File: config.mk
export PLATFORM = sky130hd
export DESIGN_NAME = rule_chain_shortest_path_flat
export DESIGN_NICKNAME = d
export VERILOG_FILES = /design/src/hw/rtl/rcsp_pkg.sv /design/src/hw/rtl/rcsp_chan_if.sv /design/src/hw/rtl/rcsp_ram.sv /design/src/hw/rtl/rule_chain_shortest_path.sv /design/src/flat_wrapper.sv
export SDC_FILE = /design/constraint.sdc
export NUM_CORES = 2
export LEC_CHECK = 0
export BUFFER_PORTS_ARGS = -buffer_cell sky130_fd_sc_hd__clkbuf_2
export CORE_UTILIZATION = 40
export CTS_CLUSTER_SIZE = 40
export DETAILED_ROUTE_END_ITERATION = 16
export PLACE_DENSITY = 0.56
export SYNTH_ARGS = -nofsm -noshare
export SYNTH_HDL_FRONTEND = slang
export SYNTH_SLANG_ARGS = --single-unit
File: constraint.sdc
create_clock -name i_clk -period 14.1 [get_ports i_clk]
set_input_delay 4.23 -clock i_clk [delete_from_list [all_inputs] [get_ports i_clk]]
set_output_delay 4.23 -clock i_clk [all_outputs]
set_load 0.1 [all_outputs]
File: src/hw/rtl/rcsp_pkg.sv
// Package for the rule chain shortest path block.
// Holds sizes, codes, request/response payload types and small helpers.
// No dependencies; compile first.
`default_nettype none

package rcsp_pkg;

    localparam int MAX_RULES = 16;
    localparam int ADDR_BITS = 32;
    localparam int IDX_W     = $clog2(MAX_RULES);
    localparam int CNT_W     = $clog2(MAX_RULES + 1);
    localparam int NUM_W     = 5;

    // Operation codes of a request.
    typedef enum logic [1:0] {
        OP_CLEAR  = 2'd0,
        OP_LOAD   = 2'd1,
        OP_SEARCH = 2'd2
    } t_op;

    // Status codes of a response.
    typedef enum logic [2:0] {
        STS_LOADED  = 3'd0,
        STS_FULL    = 3'd1,
        STS_CLEARED = 3'd2,
        STS_STEP    = 3'd3,
        STS_NOPATH  = 3'd4
    } t_status;

    // Sequencer states.
    typedef enum logic [2:0] {
        ST_IDLE,
        ST_SEED,
        ST_PICK,
        ST_CHK,
        ST_INNER,
        ST_WALK,
        ST_WALK_RD,
        ST_EMIT
    } t_state;

    // One stored rule.
    typedef struct packed {
        logic [ADDR_BITS-1:0] src;
        logic                 any;
        logic [ADDR_BITS-1:0] dst;
        logic                 allow;
    } t_rule;

    localparam int RULE_W = $bits(t_rule);

    typedef struct packed {
        logic [1:0]           operation;
        logic [ADDR_BITS-1:0] source_address;
        logic                 source_any;
        logic [ADDR_BITS-1:0] destination_address;
        logic                 allow;
        logic [ADDR_BITS-1:0] start_address;
        logic [ADDR_BITS-1:0] end_address;
    } t_req;

    typedef struct packed {
        logic [2:0]       status;
        logic [NUM_W-1:0] rule_number;
        logic             last;
    } t_rsp;

    // Index of the lowest set bit; zero when the mask is empty.
    function automatic logic [IDX_W-1:0] lowest(input logic [MAX_RULES-1:0] mask);
        logic [IDX_W-1:0] idx;
        idx = '0;
        for (int k = MAX_RULES - 1; k >= 0; k--) begin
            if (mask[k]) begin
                idx = IDX_W'(k);
            end
        end
        return idx;
    endfunction

endpackage

`default_nettype wire

File: src/hw/rtl/rcsp_chan_if.sv
// Request and response channel interfaces of the rule chain search block.
// Depends on rcsp_pkg for the payload types.
`default_nettype none

interface rcsp_req_if;
    logic              valid;
    logic              ready;
    rcsp_pkg::t_req    data;
    modport source (output valid, output data, input ready);
    modport sink   (input valid, input data, output ready);
endinterface

interface rcsp_rsp_if;
    logic              valid;
    logic              ready;
    rcsp_pkg::t_rsp    data;
    modport source (output valid, output data, input ready);
    modport sink   (input valid, input data, output ready);
endinterface

`default_nettype wire

File: src/hw/rtl/rcsp_ram.sv
// Generic single-write, single-read RAM with a registered read port.
// No dependencies.
`default_nettype none

module rcsp_ram #(
    parameter int WIDTH = 8,
    parameter int DEPTH = 16
) (
    input  wire logic                     i_clk,
    input  wire logic                     i_we,
    input  wire logic [$clog2(DEPTH)-1:0] i_waddr,
    input  wire logic [WIDTH-1:0]         i_wdata,
    input  wire logic [$clog2(DEPTH)-1:0] i_raddr,
    output      logic [WIDTH-1:0]         o_rdata
);

    logic [WIDTH-1:0] r_mem [DEPTH];

    // Write port and registered read port.
    always_ff @(posedge i_clk) begin
        if (i_we) begin
            r_mem[i_waddr] <= i_wdata;
        end
        o_rdata <= r_mem[i_raddr];
    end

endmodule

`default_nettype wire

File: src/hw/rtl/rule_chain_shortest_path.sv
// Top level of the rule chain shortest path block.
// Depends on rcsp_pkg, rcsp_chan_if and rcsp_ram.
//
//  Port     Dir  Carries
//  i_req    in   operation, rule fields, start and end addresses
//  o_rsp    out  status, rule_number, last
//
// Clear and load are answered from the response register in the cycle after
// they are accepted. A search first reads every loaded rule to collect seeds,
// then reads and expands each frontier rule level by level, and finally walks
// the parent links back and emits the chain; its speed is set by the single
// read port of the rule RAM (one rule per cycle). Reset clears the rule count
// and the sequencer. A new request is taken only when idle and the response
// register is empty; a stalled response holds the sequencer.
`default_nettype none

module rule_chain_shortest_path (
    input  wire logic  i_clk,
    input  wire logic  i_rst_n,
    rcsp_req_if.sink   i_req,
    rcsp_rsp_if.source o_rsp
);
    import rcsp_pkg::*;

    t_state                r_state, n_state;
    logic [CNT_W-1:0]      r_count, n_count;
    logic [CNT_W-1:0]      r_j, n_j;
    logic [MAX_RULES-1:0]  r_exact, n_exact, r_anym, n_anym;
    logic [MAX_RULES-1:0]  r_visited, n_visited, r_pend, n_pend;
    logic [MAX_RULES-1:0]  r_next, n_next, r_seed, n_seed;
    logic [IDX_W-1:0]      r_cur, n_cur;
    logic [ADDR_BITS-1:0]  r_dst, n_dst, r_start, n_start, r_goal, n_goal;
    logic [IDX_W-1:0]      r_chain [MAX_RULES];
    logic [IDX_W-1:0]      n_chain [MAX_RULES];
    logic [CNT_W-1:0]      r_len, n_len;
    logic                  r_out_vld, n_out_vld;
    t_rsp                  r_out, n_out;

    logic                  tbl_we;
    logic [IDX_W-1:0]      tbl_waddr, tbl_raddr;
    t_rule                 tbl_wdata, tbl_rdata;
    logic                  par_we;
    logic [IDX_W-1:0]      par_waddr, par_raddr, par_rdata;

    logic                  out_free;
    logic [IDX_W-1:0]      k_idx;
    logic [MAX_RULES-1:0]  v_exact, v_anym, v_seeds;

    // Rule table and parent links.
    rcsp_ram #(.WIDTH(RULE_W), .DEPTH(MAX_RULES)) u_tbl (
        .i_clk   (i_clk),
        .i_we    (tbl_we),
        .i_waddr (tbl_waddr),
        .i_wdata (tbl_wdata),
        .i_raddr (tbl_raddr),
        .o_rdata (tbl_rdata)
    );

    rcsp_ram #(.WIDTH(IDX_W), .DEPTH(MAX_RULES)) u_par (
        .i_clk   (i_clk),
        .i_we    (par_we),
        .i_waddr (par_waddr),
        .i_wdata (r_cur),
        .i_raddr (par_raddr),
        .o_rdata (par_rdata)
    );

    assign out_free      = !r_out_vld || o_rsp.ready;
    assign i_req.ready   = (r_state == ST_IDLE) && !r_out_vld;
    assign o_rsp.valid   = r_out_vld;
    assign o_rsp.data    = r_out;

    // Control registers.
    always_ff @(posedge i_clk) begin
        if (!i_rst_n) begin
            r_state   <= ST_IDLE;
            r_count   <= '0;
            r_out_vld <= 1'b0;
        end else begin
            r_state   <= n_state;
            r_count   <= n_count;
            r_out_vld <= n_out_vld;
        end
    end

    // Search working registers.
    always_ff @(posedge i_clk) begin
        r_j       <= n_j;
        r_exact   <= n_exact;
        r_anym    <= n_anym;
        r_visited <= n_visited;
        r_pend    <= n_pend;
        r_next    <= n_next;
        r_seed    <= n_seed;
        r_cur     <= n_cur;
        r_dst     <= n_dst;
        r_start   <= n_start;
        r_goal    <= n_goal;
        r_chain   <= n_chain;
        r_len     <= n_len;
        r_out     <= n_out;
    end

    // Sequencer: next state, RAM accesses and responses.
    always_comb begin
        n_state   = r_state;
        n_count   = r_count;
        n_j       = r_j;
        n_exact   = r_exact;
        n_anym    = r_anym;
        n_visited = r_visited;
        n_pend    = r_pend;
        n_next    = r_next;
        n_seed    = r_seed;
        n_cur     = r_cur;
        n_dst     = r_dst;
        n_start   = r_start;
        n_goal    = r_goal;
        n_chain   = r_chain;
        n_len     = r_len;
        n_out     = r_out;
        n_out_vld = r_out_vld && !o_rsp.ready;

        tbl_we    = 1'b0;
        tbl_waddr = r_count[IDX_W-1:0];
        tbl_wdata.src   = i_req.data.source_address;
        tbl_wdata.any   = i_req.data.source_any;
        tbl_wdata.dst   = i_req.data.destination_address;
        tbl_wdata.allow = i_req.data.allow;
        tbl_raddr = r_j[IDX_W-1:0];
        par_we    = 1'b0;
        par_waddr = r_j[IDX_W-1:0];
        par_raddr = r_cur;
        k_idx     = IDX_W'(r_j - CNT_W'(1));
        v_exact   = r_exact;
        v_anym    = r_anym;
        v_seeds   = '0;

        case (r_state)
            ST_IDLE: begin
                if (i_req.valid && i_req.ready) begin
                    n_out.rule_number = '0;
                    n_out.last        = 1'b1;
                    case (i_req.data.operation)
                        OP_CLEAR: begin
                            n_count      = '0;
                            n_out.status = STS_CLEARED;
                            n_out_vld    = 1'b1;
                        end
                        OP_LOAD: begin
                            if (r_count == CNT_W'(MAX_RULES)) begin
                                n_out.status = STS_FULL;
                            end else begin
                                tbl_we       = 1'b1;
                                n_count      = r_count + CNT_W'(1);
                                n_out.status = STS_LOADED;
                            end
                            n_out_vld = 1'b1;
                        end
                        OP_SEARCH: begin
                            n_start = i_req.data.start_address;
                            n_goal  = i_req.data.end_address;
                            n_j     = '0;
                            n_exact = '0;
                            n_anym  = '0;
                            n_state = ST_SEED;
                        end
                        default: begin
                        end
                    endcase
                end
            end

            // Read every rule once and collect both seed sets.
            ST_SEED: begin
                if (r_j != '0) begin
                    if (tbl_rdata.allow && !tbl_rdata.any && tbl_rdata.src == r_start) begin
                        v_exact[k_idx] = 1'b1;
                    end
                    if (tbl_rdata.allow && tbl_rdata.any) begin
                        v_anym[k_idx] = 1'b1;
                    end
                end
                n_exact = v_exact;
                n_anym  = v_anym;
                if (r_j == r_count) begin
                    v_seeds   = (v_exact != '0) ? v_exact : v_anym;
                    n_visited = v_seeds;
                    n_pend    = v_seeds;
                    n_seed    = v_seeds;
                    n_next    = '0;
                    n_state   = ST_PICK;
                end else begin
                    n_j = r_j + CNT_W'(1);
                end
            end

            // Take the lowest pending frontier rule, or advance a level.
            ST_PICK: begin
                if (r_pend != '0) begin
                    n_cur           = lowest(r_pend);
                    tbl_raddr       = n_cur;
                    n_pend[n_cur]   = 1'b0;
                    n_state         = ST_CHK;
                end else if (r_next != '0) begin
                    n_pend = r_next;
                    n_next = '0;
                end else if (out_free) begin
                    n_out.status      = STS_NOPATH;
                    n_out.rule_number = '0;
                    n_out.last        = 1'b1;
                    n_out_vld         = 1'b1;
                    n_state           = ST_IDLE;
                end
            end

            // Goal test on the frontier rule, else start its expansion.
            ST_CHK: begin
                n_dst = tbl_rdata.dst;
                if (tbl_rdata.dst == r_goal) begin
                    n_len   = '0;
                    n_state = ST_WALK;
                end else begin
                    n_j       = '0;
                    tbl_raddr = '0;
                    n_state   = ST_INNER;
                end
            end

            // Mark unvisited allow rules that can follow the current one.
            ST_INNER: begin
                tbl_raddr = IDX_W'(r_j + CNT_W'(1));
                if (tbl_rdata.allow && !r_visited[r_j[IDX_W-1:0]]
                        && (tbl_rdata.any || tbl_rdata.src == r_dst)) begin
                    n_visited[r_j[IDX_W-1:0]] = 1'b1;
                    n_next[r_j[IDX_W-1:0]]    = 1'b1;
                    par_we                    = 1'b1;
                end
                if (r_j == r_count - CNT_W'(1)) begin
                    n_state = ST_PICK;
                end else begin
                    n_j = r_j + CNT_W'(1);
                end
            end

            // Follow parent links back to a seed, stacking the chain.
            ST_WALK: begin
                for (int k = MAX_RULES - 1; k > 0; k--) begin
                    n_chain[k] = r_chain[k-1];
                end
                n_chain[0] = r_cur;
                n_len      = r_len + CNT_W'(1);
                if (r_seed[r_cur]) begin
                    n_state = ST_EMIT;
                end else begin
                    n_state = ST_WALK_RD;
                end
            end

            ST_WALK_RD: begin
                n_cur   = par_rdata;
                n_state = ST_WALK;
            end

            // Emit the chain from the seed to the goal rule.
            ST_EMIT: begin
                if (out_free) begin
                    n_out.status      = STS_STEP;
                    n_out.rule_number = NUM_W'(r_chain[0]) + NUM_W'(1);
                    n_out.last        = (r_len == CNT_W'(1));
                    n_out_vld         = 1'b1;
                    for (int k = 0; k < MAX_RULES - 1; k++) begin
                        n_chain[k] = r_chain[k+1];
                    end
                    n_len = r_len - CNT_W'(1);
                    if (r_len == CNT_W'(1)) begin
                        n_state = ST_IDLE;
                    end
                end
            end

            default: begin
                n_state = ST_IDLE;
            end
        endcase
    end

`ifndef SYNTHESIS
    // Rule count never passes the table depth.
    a_count_max: assert property (@(posedge i_clk) disable iff (!i_rst_n)
        r_count <= CNT_W'(MAX_RULES))
        else $error("rule count above table depth");

    // Every pending frontier rule has been marked visited.
    a_pend_visited: assert property (@(posedge i_clk) disable iff (!i_rst_n)
        (r_state == ST_PICK || r_state == ST_CHK || r_state == ST_INNER)
            |-> ((r_pend & ~r_visited) == '0))
        else $error("frontier rule not visited");

    // A chain being emitted holds at least one rule.
    a_emit_len: assert property (@(posedge i_clk) disable iff (!i_rst_n)
        (r_state == ST_EMIT) |-> (r_len != '0 && r_len <= CNT_W'(MAX_RULES)))
        else $error("chain length out of range");

    // A final path step returns the sequencer to idle.
    a_last_idle: assert property (@(posedge i_clk) disable iff (!i_rst_n)
        (r_state == ST_EMIT && out_free && r_len == CNT_W'(1)) |=> (r_state == ST_IDLE))
        else $error("sequencer did not finish after last step");
`endif

endmodule

`default_nettype wire

File: src/flat_wrapper.sv
// flat-port wrapper written by rule: the top's interface ports become plain ports
module rule_chain_shortest_path_flat import rcsp_pkg::*;
  (i_clk, i_rst_n, i_req_valid, i_req_data, i_req_ready, o_rsp_valid, o_rsp_data, o_rsp_ready);
  rcsp_req_if i_req_i ();
  rcsp_rsp_if o_rsp_i ();
  input  wire logic i_clk;
  input  wire logic i_rst_n;
  input wire logic [$bits(i_req_i.valid)-1:0] i_req_valid;
  input wire logic [$bits(i_req_i.data)-1:0] i_req_data;
  output wire logic [$bits(i_req_i.ready)-1:0] i_req_ready;
  output wire logic [$bits(o_rsp_i.valid)-1:0] o_rsp_valid;
  output wire logic [$bits(o_rsp_i.data)-1:0] o_rsp_data;
  input wire logic [$bits(o_rsp_i.ready)-1:0] o_rsp_ready;
  assign i_req_i.valid = i_req_valid;
  assign i_req_i.data = i_req_data;
  assign i_req_ready = i_req_i.ready;
  assign o_rsp_valid = o_rsp_i.valid;
  assign o_rsp_data = o_rsp_i.data;
  assign o_rsp_i.ready = o_rsp_ready;
  rule_chain_shortest_path u_core (.i_clk(i_clk), .i_rst_n(i_rst_n), .i_req(i_req_i), .o_rsp(o_rsp_i));
endmodule
; Word-level counts from Yosys, hierarchy flattened
; Memory sizes are Yosys's and may differ from the RTL's. A register that Yosys moved wholly into a read port is not among the register bits.
; Index checks and enable logic that the tools add are counted.
; W data, S select, Z words.
[totals]
register_bits = 288
mem_bits_rw = 1120
inputBits = 136
output_inout_bits = 11
word_cells = 244
mem_count = 2
[memory_table]
columns = memory, depth, word_bits, rd, rd_ports_with_merged_regs, write_ports, line_no
row1 = u_core.u_tbl.r_mem, 16, 66, 1, 1, 1, rcsp_ram.sv:17  ; logic [WIDTH-1:0] r_mem [DEPTH];
row2 = u_core.u_par.r_mem, 16, 4, 1, 1, 1, rcsp_ram.sv:17
[op_classes]
add_sub_neg = 7
magnitude_cmp = 7
n_eq_ne = 37
n_mux = 103
bitwise_logic = 6
reduce_logical = 48
[ops]
columns = operator, n
row1 = $mux W16, 16
row2 = $pmux W16 S2, 4
row3 = $pmux W60 S2, 1
row4 = $eq A32 B32 Y1, 3
row5 = $mux W4, 21
row6 = $or A16 B16 Y16, 4
row7 = $mux W60, 1
row8 = $pmux W16 S3, 1
row9 = $reduce_bool A16 Y1, 3
row10 = $mux W9, 5
row11 = $mux W5, 8
row12 = $mux W3, 9
row13 = $pmux W9 S3, 1
row14 = $pmux W3 S8, 1
row15 = $mux W1, 23
row16 = $lt A4 B5 Y1 const B, 4
row17 = $pmux W5 S4, 1
row18 = $ne A2 B1 Y1 const B, 9
row19 = $and A16 B16 Y16, 1
row20 = $ne A2 B2 Y1 const B, 8
row21 = $not A16 Y16, 1
row22 = $add A5 B1 Y5 const B, 3
row23 = $pmux W5 S3, 1
row24 = $reduce_and A3 Y1, 5
row25 = 38 further kinds, 74

; Logic depth before layout (Yosys ltp)
[depth]
word_depth = 26
depth_mapped = 14
mapped_depth_nobuf = 11

; By module
; Synthesis repeated with hierarchy kept, for this count alone.
[unflattened]
cells_unflattened = 2990
area_unflattened_um2 = 57178.6
[modules_own_cells]
columns = mod, n_inst, cells_per_inst, area_per_inst_um2, seq_area_each_um2
row1 = rcsp_ram at u_core.u_tbl, 1, 1698, 40800.4, 33031.7
row2 = rule_chain_shortest_path, 1, 1162, 13711.9, 8558.2
row3 = rcsp_ram at u_core.u_par, 1, 130, 2666.3, 2001.9

; Least setup slack after synthesis
; No wires, ideal clock.
[synth_timing]
kind = in2reg
startpoint = input port i_req_data[130]
endpoint = memory u_core.u_tbl.r_mem[2][0] in the netlist's numbering, enable pin
setup_time_ns = 0.571
arrival_time_ns = 9.333
t_required_ns = 13.529
path_slack_ns = 4.196
stages = 5
cell_sequence = nor2b_1 > nand2_1 > nor2_1 > nand2_1 > nor3_1
[synth_via]
elab_chain_cells = 6
[synth_lines]
columns = element, line_no
row1 = start: declaration, flat_wrapper.sv:9  ; input wire logic [$bits(i_req_i.data)-1:0] i_req_data;
row2 = $eq A2 B1 Y1, rule_chain_shortest_path.sv:144  ; case (i_req.data.operation)
row3 = $mux W1, rule_chain_shortest_path.sv:144
row4 = $mux W1, rule_chain_shortest_path.sv:141  ; if (i_req.valid && i_req.ready) begin
row5 = $mux W1, rule_chain_shortest_path.sv:139  ; case (r_state)
row6 = $mux W1, rcsp_ram.sv:21  ; if (i_we) begin
row7 = $mux W1 (not written as such), rcsp_ram.sv:22  ; r_mem[i_waddr] <= i_wdata;
row8 = end: declaration, rcsp_ram.sv:17
; No other way between the ends.

; Worst setup path in the final report
[layout_timing]
startpoint = input port i_req_data[130]
endpoint = memory u_core.u_tbl.r_mem[14][50] in the netlist's numbering, enable pin
; Same word-level chain as after synthesis.

==> run_results.csv <==
group,metric,value,unit
setup_path,path_max_fanout,40,
pwr,power.leakage,0.02309,uW
clock_tree,cts_sinks,1478,
hold_path,hp-class,"flop to flop",
timing,finalCriticalPeriod,7.169,ns
floorplan,num_io_pins,147,
synthesis,yosys_warnings,0,
placed_design,placed_area,61620,sq um
synthesis,yosysMostFrequentCell,"edfxtp_1",
floorplan,die_h,385.5,um
setup_path,crit_required,14.47,ns
floorplan,fp.dieW,385.5,um
pwr,vdd_drop_max,0.1740,mV
clock_tree,cts_setup_buffers,0,
clock_tree,ctsLongestPathBuffers,3,
global_routing,antenna_found_initial,16,
cells_and_area,fin_util,45.88,%
timing,fin_tns_setup,0,ns
timing,rsz0062_at_grt,"no",
synthesis,synth_seq_cells,1478,
cells_and_area,final_area,66860,sq um
floorplan,initial_core_util,40.36,%
timing,fin_worst_skew,0.04675,ns
timing,fmax,139.5,MHz
clock_tree,ctsResizeCount,0,
timing,post-route-period-util,50.85,%
cells_and_area,fin_cells,6756,
synthesis,synth_top_area_share,71.43,%
pwr,power.density,193.5,nW/um^2
clock_tree,hold_buffers,0,
cells_and_area,area_delta_synth_final,13.69,%
setup_path,crit_arrival,7.54,ns
synthesis,async_flop_share,0,%
synthesis,synthMuxAreaShare,1.257,%
synthesis,synthAdderAreaFrac,0.2766,%
detailed_routing,routed_wirelength,164600,um
detailed_routing,viasPerCell,5.490,
synthesis,yosys-top-cells-count,"edfxtp_1, nand2_1, nand3_1",
clock_tree,h-tree-depth,4,
floorplan,dieArea,148600,sq um
detailed_routing,first_iter_violations,3789,
synthesis,synth-compound-area-share,1.972,%
detailed_routing,ant_nets,0,
cells_and_area,layout-drive-gt1-share,10.92,%
floorplan,fp-row-count,140,
job,cap_violations,0,
cells_and_area,final_net_count,4851,
synthesis,synth-xor-area-share,1.757,%
global_routing,grt_max_degree,189,
synthesis,synth_top_family_by_area,"simple AND/OR/NAND/NOR gates",
outcome,run_status,"finished, final reports clean",
synthesis,ys_types,62,
timing,relSlewSlack,20.10,%
detailed_routing,vias,37090,
placed_design,gp_congestion,0.8410,
synthesis,synth_area,58820,sq um
clock_tree,cts-root-buf,"clkbuf_16",
synthesis,synth_simple_gate_area_share,18.38,%
placed_design,hpwlAfterDp,97580,um
setup_path,cp-end-kind,"flop",
floorplan,core,145700,sq um
synthesis,synth_area_per_cell,12.81,sq um
synthesis,yosys.area.top_type,"edfxtp_1",
clock_tree,cts_tree,"done",
detailed_routing,drc,0,
detailed_routing,wire_per_inst,24.36,um
placed_design,portBuffers,146,
timing,finalHoldViolCount,0,
synthesis,synthTopCellsByArea,"edfxtp_1, nand2_1, nand3_1",
timing,drv_slew,0,
synthesis,ys_seq_area_share,74.12,%
global_routing,grt-ovfl-total,0,
global_routing,first_global_vias,34480,
synthesis,synth-edff-count,1399,
global_routing,grtUsageTotal,21.93,%
clock_tree,clk_latency,0.79,ns
synthesis,synth_nets,4739,
cells_and_area,fillers,13030,
detailed_routing,dr.pass1.iters,5,
setup_path,criticalPathCategory,"input port to flop",
timing,worstMarginPinSlew,1.196,ns
synthesis,synth_ff_type,"edfxtp_1",
setup_path,startpoint_type,"input port",
clock_tree,cts_inserted_buffers,155,
clock_tree,clkSlewWorstSetupHoldPaths,0.06,ns
synthesis,postSynthCellCount,4590,
placed_design,place_inst,6462,
global_routing,grt_pass1_wl,238500,um
pwr,totalPowerFinal,12940,uW
timing,setup_viol,0,
==> cells in the final DEF (no fill, tap or decap), types with 47 or more instances in the layout <==
cell / count
nand4_1: 84
nor2_1: 126
buf_4: 67
xnor2_1: 54
nand3_1: 816
clkbuf_2: 146
dfxtp_1: 79
nand2_1: 1300
a21oi_1: 65
clkbuf_16: 157
edfxtp_1: 1399
xor2_1: 64
clkbuf_1: 47
==> per-stage QoR <==
step / hold slack, ns / setup WS, ns
global route: 0.4546 / 6.816
CTS: 0.4482 / 6.941
detailed placement: 0.4345 / 6.202
floorplan: 0.4262 / 4.196
finish: 0.4479 / 6.931
global placement: 0.4336 / 6.205
==> report_power, final <==
part | switching [uW] | internal [uW] | total (uW)
combinational | 2450 | 903 | 3350
clock | 1740 | 2430 | 4170
sequential | 328 | 5090 | 5420
total | 4520 | 8420 | 12900
==> area by class of cell <==
cell class	count	area [sq um]	area share, %
clock buffers	226	4408	6.592
inverters	37	138.9	0.2077
diodes	5	12.51	0.01871
repair buffers	218	1334	1.995
multi-input cells	2812	14150	21.17
flip-flops and latches	1478	43590	65.19
well taps	1917	2399	3.587
clock inverters	63	827.0	1.237
==> kinds of logic (layout without fill, tap and decap cells) <==
logic type                 count (synthesis)  count (layout)
other                                      0               5
xor gates and xnor gates                 118             118
and+or+nand+nor                         2460            2460
buffers and inverters                    300             544
DFF                                     1478            1478
AOI/OAI and AO/OA                        185             185
adders and majority gates                 13              13
muxes                                     36              36
==> registers in the layout (all words and copies together), names as in the netlist, 9 cells and up <==
name	cells
u_core.o_rsp.data	9
u_core.r_anym	16
u_core.r_chain	64
u_core.r_dst	32
u_core.r_exact	16
u_core.r_goal	32
u_core.r_next	16
u_core.r_pend	16
u_core.r_seed	16
u_core.r_start	32
u_core.r_visited	16
u_core.u_par.r_mem	64
u_core.u_tbl.o_rdata	66
u_core.u_tbl.r_mem	1056
==> per-layer routing <==
layer	share of wire (%)	up-vias	routed length, um	GRT usage (%)
met3	6.8	218	11250	3.398
met1	44	18700	73140	32.19
met2	46	1352	76420	33.92
li1	-	16820	-	-
met4	2.2	10	3687	5.819
met5	0.038	-	62	0
==> worst max-delay path: stages <==
cell and delay [ns]:
clkbuf_2 0.12, nor2b_1 0.24, nand2_1 0.07, nor2_1 0.62, nand2_1 0.42, nor2_4 0.97
buf_4 0.74
==> final timing paths <==
kind                startpoint                          to  slack, ns  depth (start not counted)
max            i_req_data[130]  u_core.u_tbl.r_mem[14][50]       6.93                          7
min          u_core.r_chain[7]           u_core.r_chain[3]       0.45                          0
max reg2reg  u_core.r_state[1]    u_core.u_tbl.o_rdata[20]       8.25                         11
min reg2reg  u_core.r_chain[7]           u_core.r_chain[3]       0.45                          0
(Power assumes the default switching activity.)
